--- src/rtl/cll_pkg.sv ---
// Shared types and constants for the cursor linked list engine.
package cll_pkg;

   localparam int DEPTH_DEF = 1024;
   localparam int POS_W = 10;
   localparam int VAL_W = 32;
   localparam int CNT_W = 10;

   localparam logic CMD_INSERT = 1'b0;
   localparam logic CMD_DELETE = 1'b1;

   typedef enum logic [1:0] {
      ST_OK    = 2'd0,
      ST_RANGE = 2'd1,
      ST_FULL  = 2'd2
   } status_type;

   typedef enum logic [3:0] {
      S_CLEAR,
      S_IDLE,
      S_FREE_RD,
      S_FREE_WT,
      S_WALK_RD,
      S_WALK_WT,
      S_TGT_RD,
      S_TGT_WT,
      S_WR1,
      S_WR2,
      S_WR3,
      S_WR4,
      S_WR5,
      S_DONE
   } state_type;

   typedef struct packed {
      logic                 cmd;
      logic [POS_W-1:0]     position;
      logic [VAL_W-1:0]     value;
      logic                 reject;
   } op_type;

endpackage

--- src/rtl/cll_front.sv ---
// Front end: takes items, range-checks them and holds them for the back end.
module cll_front (
   input  logic                      clock,
   input  logic                      reset,
   input  logic                      push,
   output logic                      full,
   input  logic                      cmd,
   input  logic [cll_pkg::POS_W-1:0] position,
   input  logic [cll_pkg::VAL_W-1:0] value,
   input  logic [cll_pkg::CNT_W-1:0] count,
   input  logic                      q_pop,
   output logic                      q_valid,
   output cll_pkg::op_type           q_op
);
   // One-entry holding register. The range check uses the count as of the last
   // finished item, so only one item is let past into the back end at a time.
   cll_pkg::op_type ent_ff, ent_in;
   logic       valid_ff, valid_in;
   logic       take;
   logic       bad;
   logic [cll_pkg::CNT_W:0] cnt_x;

   always_comb begin
      cnt_x = {1'b0, count};
      if (cmd == cll_pkg::CMD_INSERT)
         bad = (position == '0) || ({1'b0, position} > cnt_x + 1'b1);
      else
         bad = (position == '0) || ({1'b0, position} > cnt_x);
   end

   assign full    = valid_ff;
   assign take    = push && !full;
   assign q_valid = valid_ff;
   assign q_op    = ent_ff;
   assign ent_in  = '{cmd: cmd, position: position, value: value, reject: bad};

   always_comb begin
      valid_in = valid_ff;
      if (q_pop && valid_ff) valid_in = 1'b0;
      if (take) valid_in = 1'b1;
   end

   always_ff @(posedge clock) begin
      if (reset) valid_ff <= 1'b0;
      else valid_ff <= valid_in;
      if (take) ent_ff <= ent_in;
   end
endmodule

--- config.mk ---
export PLATFORM = sky130hd
export DESIGN_NAME = cll_front
export DESIGN_NICKNAME = d
export VERILOG_FILES = /design/src/rtl/cll_pkg.sv /design/src/rtl/cll_front.sv
export SDC_FILE = /design/constraint.sdc
export NUM_CORES = 1
export LEC_CHECK = 0
export ABC_AREA = 0
export BUFFER_PORTS_ARGS = -buffer_cell sky130_fd_sc_hd__buf_2
export CORE_UTILIZATION = 48
export DETAILED_ROUTE_END_ITERATION = 10
export GPL_TIMING_DRIVEN = 1
export HOLD_SLACK_MARGIN = 0.02
export PLACE_DENSITY = 0.93
export SLEW_MARGIN = 20
export SYNTH_ARGS = -nofsm -noshare
export SYNTH_HDL_FRONTEND = slang
export SYNTH_SLANG_ARGS = --single-unit
--- constraint.sdc ---
create_clock -name clock -period 4.41 [get_ports clock]
set_input_delay 0 -clock clock [delete_from_list [all_inputs] [get_ports clock]]
set_output_delay 0 -clock clock [all_outputs]
set_load 0.005 [all_outputs]
* Yosys cells after proc, flatten, opt, wreduce, memory -nomap -nowiden
Index checks and enable logic that the tools add are counted.
Widths: inputs -> output; s select.
** Word-level totals
- Register bits :: 45
- Bits of input ports :: 57
- Logic and storage cells :: 18
- Output and inout bits :: 46
** Cells by class
- $lt $le $gt $ge :: 2
- Add/sub/neg operators :: 1
- Mux-type cells :: 3
- Reductions and logical operators :: 7
** Operators by type and width (count)
- $add 10x1->11 const B :: 1
- $gt 10x11->1 :: 1
- $gt 10x10->1 :: 1
- $logic_not 10->1 :: 1
- $mux 1 :: 3
- $logic_and 1x1->1 :: 2
- $logic_or 1x1->1 :: 2
- $reduce_bool 2->1 :: 1
- $logic_not 1->1 :: 1

* Logic depth before layout (Yosys ltp)
Gate-level depths: netlist of the first run.
- Depth after elaboration :: 4
- Mapped depth :: 10
- Depth with buffers taken out :: 10

* Worst setup path after synthesis of the first run
Ideal clock, no wire load.
- Kind :: reg2reg
- Start point :: register valid_ff, in the netlist full
- End point :: register ent_ff (netlist bit q_op[0]) (enable)
- Period minus slack after synthesis :: 2.774 ns
- Data arrival time :: 2.323 ns
- Setup time :: 0.451 ns
- Path slack :: 1.636 ns
- Required time :: 3.959 ns
- Cell stages (with the launch flop) :: 2
- Path buffers :: 0
- Cell sequence :: dfxtp_1 > nor2b_1
** Between the ends
- Word-level cells in the longest chain between the ends :: 2
** RTL lines
- from (decl) :: RTL line cll_front.sv:18 : logic valid_ff, valid_in;
- from (signal assigned) :: RTL line cll_front.sv:45 : else valid_ff <= valid_in;
- $logic_not 1->1 :: RTL line cll_front.sv:32 : assign take = push && !full;
- $logic_and 1x1->1 :: RTL line cll_front.sv:32
- named net take :: RTL line cll_front.sv:19 : logic take;
- to (signal assigned) :: RTL line cll_front.sv:46 : if (take) ent_ff <= ent_in;
- to (decl) :: RTL line cll_front.sv:17 : cll_pkg::op_type ent_ff, ent_in;
The timed path passes the listed nets, and every way through them passes these cells.
A chain may end at the register's enable or synchronous reset.

* Worst setup path after layout of the first run
- Start point :: input position[9] (netlist name)
- End point :: register ent_ff (netlist bit q_op[0]), data pin
** Between the ends
- Word-level cells in the longest chain between the ends :: 3
- Elaborated cells on any way between the ends :: 6
- Those cells by class :: order compare: 2; mux: 1; reduce/logical: 3
** RTL lines
- from (decl) :: RTL line cll_front.sv:8 : input logic [cll_pkg::POS_W-1:0] position,
- $gt 10x11->1, or another cell as far along :: RTL line cll_front.sv:26 : bad = (position == '0) || ({1'b0, position} > cnt_x + 1'b1);
- $logic_or 1x1->1 (on tied branches) :: RTL line cll_front.sv:26, cll_front.sv:28
- $mux 1 * :: RTL line cll_front.sv:25 : if (cmd == cll_pkg::CMD_INSERT)
- named net bad :: RTL line cll_front.sv:20 : logic bad;
The timed path passes the listed nets; every way through them passes the cells marked *.

==> qor.yml, run 1 <==
status: "completed"
fin_crit_ps: 1996
synth_fa_ha_area_frac: 0.1311
synth_cells: 132
drive_gt1_frac: 0.3902
vdd_ir_drop_max_mv: 0.1301
cp_num_cells: 7
hold_viol: 0
synth_compound_area_frac: 0.06367
grt_max_degree: 45
place_hpwl_um: 3395
cpPeakStageDelay_ps: 550
ant_nets: 0
diodes: 0
yosys.area_share.simple: 0.07303
swShare: 0.2333
avgSynthCellArea_um2: 15.19
gp_congestion: 0.8730
syn-num-nets: 210
power_uw: 912.3
power_frac_clock: 0.263
crit_family: "buffers and inverters"
critical_path_buf_inv_count: 2
multiInputGateArea_um2: 614.3
synth_xor_area_frac: 0.03496
powerDensity_mw_per_mm2: 291.1
cp_slowest_cell: "dlygate4sd3_1"
crit_path_start_kind: "primary input"
synth.mux.area_fraction: 0
io_pins: 103
worst_ep_required_time_ps: 4460
clockRootBuffer: "clkbuf_8"
critPathMaxFanout: 4
drc: 0
antenna_found_initial: 0
routed_wl_um: 5115
fmax_ghz: 0.5011
netlist_area_mm2: 0.002004
startpoint: "position[9]"
syn2layout_area_growth_pct: 56.37
max-cap-violations: 0
dieWidth_um: 66.62
slew_headroom: 0.7037
skew_ps: 8.554
pwr-share-seq: 0.557
hold_depth: 2
dr.pass1.iters: 4
routed_via_density: 5.059
synth_top_area_cell: "edfxtp_1"
num_vias: 1705
p_comb_frac: 0.180
hp-class: "in -> reg"
final_core_util: 0.7835
grt-ovfl-total: 0
ctsHtreeMaxLevel: 2
r2r-start: "full"
row_count: 23
regArea_mm2: 0.001341
io_buffers: 102
yosysWarnings: 0
reg2regPathDepth: 2
fillCellCount: 242
p_int_uw: 699.4
crit_chain: "dlygate4sd3_1 > buf_2 > ha_1 > nand4_2 > or4b_1 > o311a_1 > a211o_1"
final_max_slew_viol_count: 0
wire_per_inst_um: 15.18
cts.reportedPaths.clkPinSlew_ps: 80
grt_pass1_wl_um: 7700
rsz0062_at_grt: "no"
drtIter0Drc: 128
design.core.area_mm2: 0.004000
fin_crit_sh: 0.4525
yosysTopAreaCellShare: 0.6592
grt_pass1_vias: 1705
die_h_um: 66.62
p_switching_uw: 212.9
synth.yosys.seq_area_share: 0.6692
dieArea_mm2: 0.004438
clkLatencyLatePin_ps: 290
power.leakage_uw: 0.001421
finalSetupTns_ps: 0
fin_nets: 364
path_class: "in -> reg"
cts.sinks: 45
cts_resized: 0
yosysUniqueCellTypes: 25
ys_seq_elements: 45
post_cts.repair.setup_buffers: 0
cp-end-kind: "register"
start_util: 0.5011
cts_buffer_depth: 2
cts_tree: "built"
critPathArrivalTime_ps: 2040
hp-start: "push"
synth_top_family_by_area: "adder cells"
tightest_slew_ps: 443.4
track_usage: 0.2453
yosys-top-cells-area: "edfxtp_1, ha_1, xnor2_1"
finalSetupViolations: 0
cts_buffers: 5
## sequential cells by signal, summed over array words and instances (netlist names)
name  cells
q_op     44
full      1
## per-stage QoR
stage,setup WS (ps),hold WS (ps),instances,instance area [um^2]
finish,2414,195.5,337,3134
global route,2365,190.7,337,3134
CTS,2437,280.5,336,3114
detailed placement,2268,174.9,283,2577
global placement,2379,163.7,283,2577
floorplan,1636,78.47,132,2004
## synth_stat cells (all sizes together)
library cell / n
nor4: 1
edfxtp: 44
nand3: 9
or4b: 1
buf: 1
a21oi: 6
ha: 21
a21o: 4
o311a: 1
o21bai: 1
nand2: 1
inv: 13
nor3: 4
o21ai: 2
a211o: 1
dfxtp: 1
or4: 2
nand3b: 1
xnor2: 8
nor2b: 1
a311oi: 1
a211oi: 3
nand4: 3
nor2: 2
## per-layer routing
layer / vias up / part of all wire / GRT usage
met4: 0 / 0.019 / 0.09574
met2: 81 / 0.53 / 0.4621
li1: 810 / - / -
met3: 9 / 0.073 / 0.06336
met5: - / 0 / 0
met1: 805 / 0.38 / 0.2547
## worst paths after layout
check                                end  slack [ps]
worst min register to register  q_op[23]         770
worst min-delay path            q_op[23]         200
worst max-delay path             q_op[0]        2410
worst max register to register  q_op[33]        3070
## what timing repair did
| item | in CTS | in global routing |
|---|---|---|
| hold buffers | 45 | 0 |
| endpoints found under the hold margin | 44 | 0 |
| endpoints found under the setup margin | 0 | 0 |
## worst reg2reg max path, cell delays in order (launching register included)
cell and delay, ps:
dfxtp_1 370, nor2b_4 400, buf_12 260
## power groups by stage
stage                     Sequential, uW  Combinational [uW]  Clock (uW)
after CTS                            508                 159         244
after detailed placement             518                 127           0
after global routing                 511                 182         265
final                                508                 164         240
after global placement               516                 121           0
after floorplan                      523                53.1           0
## cells by family after synthesis
family / count (synthesis)
AOI/OAI and AO/OA: 19
DFF: 45
xor gates and xnor gates: 8
adders and majority gates: 21
and+or+nand+nor: 25
buffers and inverters: 14
## area by class of cell
cell class | count | share of cell area
multi-input cells | 73 | 0.1960
clock inverters | 3 | 0.005589
inverters | 13 | 0.01557
clock buffers | 5 | 0.02196
flip-flops and latches | 45 | 0.4279
repair buffers | 148 | 0.3130
well taps | 50 | 0.01996
## cells in the final DEF, fill, tap and decap left out
master | netlist | layout
a21o_1 | 4 | 4
clkinv_1 | 0 | 1
dfxtp_1 | 1 | 1
nor4_1 | 1 | 1
nand3_1 | 9 | 9
nand2_1 | 1 | 1
inv_1 | 13 | 13
clkbuf_8 | 0 | 5
ha_1 | 21 | 21
o21ai_0 | 2 | 2
or4b_1 | 1 | 1
nand3b_1 | 1 | 1
nand4_2 | 1 | 1
dlygate4sd3_1 | 0 | 45
clkinv_4 | 0 | 1
nor2b_4 | 0 | 1
xnor2_1 | 8 | 8
o311a_1 | 1 | 1
o21bai_1 | 1 | 1
edfxtp_1 | 44 | 44
buf_12 | 0 | 1
or4_1 | 2 | 2
a211o_1 | 1 | 1
nor2_1 | 2 | 2
a21oi_1 | 6 | 6
a211oi_1 | 3 | 3
nor3_1 | 4 | 4
buf_2 | 0 | 102
a311oi_1 | 1 | 1
clkinv_2 | 0 | 1
nand4_1 | 2 | 2
Note: power is estimated with default switching activity, not from simulation.
==> run 2: changes to the inputs <==
--- a/config.mk
+++ b/config.mk
@@ -7,11 +7,11 @@
 export LEC_CHECK = 0
 export ABC_AREA = 0
 export BUFFER_PORTS_ARGS = -buffer_cell sky130_fd_sc_hd__buf_2
-export CORE_UTILIZATION = 48
+export CORE_UTILIZATION = 41
 export DETAILED_ROUTE_END_ITERATION = 10
 export GPL_TIMING_DRIVEN = 1
 export HOLD_SLACK_MARGIN = 0.02
-export PLACE_DENSITY = 0.93
+export PLACE_DENSITY = 0.85
 export SLEW_MARGIN = 20
 export SYNTH_ARGS = -nofsm -noshare
 export SYNTH_HDL_FRONTEND = slang
==> constraint.sdc (replaced) <==
create_clock -name clock -period 1.65 [get_ports clock]
set_input_delay 0 -clock clock [delete_from_list [all_inputs] [get_ports clock]]
set_output_delay 0 -clock clock [all_outputs]
set_load 0.005 [all_outputs]
==> run 2 against run 1 <==
Net effect:
- the run now ends with negative setup slack left
- global-route usage fell by 2.8 points
- die area rose by 17%
- clock power rose to 3.2 times the previous value
- register-to-register slack got worse by 2700 ps
- largest power group unchanged
- first-iteration DRC count fell by 45%
- non-clock buffer count rose by 25
- clock skew fell by 6.8 ps
- count of clock-buffer cells in the layout did not move
- critical path depth rose by 3
- sequential cell count did not move
- utilization fell by 4.6 points
- sequential share of layout area fell by 4.3 points
==> qor.yml, run 2 (synthesis gave the netlist of run 1 again) <==
drtIter0Drc: 70  # -45%
ant_nets: 0  # unchanged
max-cap-violations: 0  # unchanged
swShare: 0.2195  # -0.01385
syn2layout_area_growth_pct: 73.91
crit_chain: "buf_2 > inv_1 > nor3_1 > nand3_2 > xnor2_1 > ha_1 > buf_4 > a21oi_1 > o21ai_1 > a211o_1"
rsz0062_at_grt: "yes"
grt_max_degree: 45  # unchanged
grt_pass1_vias: 1868  # +9.6%
p_int_uw: 2078  # +200%
critPathArrivalTime_ps: 1810  # -230 ps
fin_nets: 389  # +6.9%
cts_tree: "built"
tightest_slew_ps: 359.7  # -83.76 ps
p_comb_frac: 0.200  # +0.020
routed_wl_um: 5696  # +11%
critPathMaxFanout: 3  # -1
io_pins: 103  # unchanged
grt-ovfl-total: 0  # unchanged
path_class: "in -> reg"
skew_ps: 1.738  # -6.817 ps
cpPeakStageDelay_ps: 340  # -210 ps
p_switching_uw: 584.3  # +170%
pwr-share-seq: 0.510  # -0.047
final_max_slew_viol_count: 0  # unchanged
dr.pass1.iters: 4  # unchanged
violations: "negative setup slack"
power_frac_clock: 0.289  # +0.026
dieArea_mm2: 0.005172  # +17%
hold-worst-slack_ps: 26.98  # -168.5 ps
power.leakage_uw: 0.001578  # +11%
vdd_ir_drop_max_mv: 0.4618  # +260%
final_core_util: 0.7380  # -0.04553
finalSetupViolations: 1  # +1
wire_per_inst_um: 15.07  # -0.72%
drc: 0  # unchanged
clkLatencyLatePin_ps: 290  # about the same
cts.sinks: 45  # unchanged
fin_crit_sh: 1.075
crit_path_start_kind: "primary input"
cp_slowest_cell: "nor3_1"
io_buffers: 102  # unchanged
clockRootBuffer: "clkbuf_8"
antenna_found_initial: 0  # unchanged
diodes: 0  # unchanged
start_util: 0.4244  # -0.07672
rrSetupSlack_ps: 360  # -2710 ps
die_h_um: 71.92  # +8.0%
status: "finished with violations"
hold_viol: 0  # unchanged
power_uw: 2662  # +190%
drive_gt1_frac: 0.5016  # +0.1114
setup_ws_ps: -123.0  # -2537 ps
gp_congestion: 0.7609  # -13%
fin_crit_ps: 1773
slew_headroom: 0.7584  # +0.05462
place_hpwl_um: 3687  # +8.6%
finalSetupTns_ps: -123.0  # -123.0 ps
fmax_ghz: 0.5640
reg2regPathDepth: 3  # +1
pre_cts_slack_ps: -373.4  # -2642 ps
final_cell_mix: "buf_2, edfxtp_1, dlygate4sd3_1"
routed_via_density: 4.810  # -4.9%
cts.reportedPaths.clkPinSlew_ps: 70  # about the same
num_vias: 1818  # +6.6%
layout.cells.most_common: "buf_2"
row_count: 25  # +8.7%
design.core.area_mm2: 0.004723  # +18%
grt_pass1_wl_um: 8335  # +8.2%
track_usage: 0.2170  # -0.02835
hold_depth: 2  # unchanged
powerDensity_mw_per_mm2: 763.6  # +160%
dieWidth_um: 71.92  # +8.0%
largest_register_ffs: 44  # unchanged
cts_buffers: 5  # unchanged
worst_ep_required_time_ps: 1690  # -2770 ps
hp-class: "in -> reg"
ctsHtreeMaxLevel: 2  # unchanged
cp-end-kind: "register"
cts_buffer_depth: 2  # unchanged
[run 2: cell types whose count changed in the layout (fill, tap and decap cells not counted), sizes merged]
cell and change:
clkinv -2, bufinv +1, buf +28, dlygate4sd3 -3
[run 2: layer usage]
layer | vias up | GRT usage | part of all wire
li1 | 861 | - | -
met1 | 837 | 0.2052 | 0.35
met2 | 101 | 0.4266 | 0.55
met3 | 19 | 0.05972 | 0.078
met4 | 0 | 0.1024 | 0.027
met5 | - | 0 | 0
[run 2: path summary, 6_finish.rpt]
kind | startpoint | end
hold reg to reg | full | q_op[17]
hold / removal | position[6] | q_op[39]
setup reg to reg | full | full
setup / recovery | count[8] | q_op[0]
[run 2: through the flow]
| stage | instances | area [um^2] |
|---|---|---|
| after floorplan | 132 | 2053 |
| after global placement | 325 | 2840 |
| after detailed placement | 325 | 2840 |
| after CTS | 375 | 3377 |
| after global routing | 378 | 3486 |
| final | 378 | 3486 |
[run 2: worst max-delay path, delay by kind of cell]
family	cells	cell delay, ps
buffers and inverters	3	270
adder cells (fa/ha/maj)	1	340
XOR/XNOR	1	140
AND/OR/NAND/NOR	2	460
AO/OA/AOI/OAI	3	570
[run 2: power by group through the flow]
| stage | Sequential [uW] | Clock [uW] | Combinational, uW |
|---|---|---|---|
| 4_1_cts | 1360 | 786 | 492 |
| 5_1_grt | 1370 | 831 | 579 |
| 6_report | 1360 | 770 | 533 |
| 3_5_place_dp | 1380 | 0 | 410 |
| 2_1_floorplan | 1390 | 0 | 152 |
| 3_3_place_gp | 1380 | 0 | 392 |
[run 2: what timing repair did]
item,4_1_cts,5_1_grt
gates cloned,0,0
buffers inserted,1,3
pin swaps,1,14
setup endpoints to repair,1,1
endpoints found under the hold margin,41,0
resized for setup,2,23
hold buffers,42,0
[run 2: final cells by class]
| type | count | area, um^2 |
|---|---|---|
| clock buffers | 5 | 68.82 |
| flip-flops and latches | 45 | 1341 |
| well taps | 67 | 83.83 |
| repair buffers | 173 | 1196 |
| clock inverters | 2 | 35.03 |
| inverters | 13 | 48.80 |
| fillers | 291 | 1237 |
| multi-input cells | 73 | 711.9 |
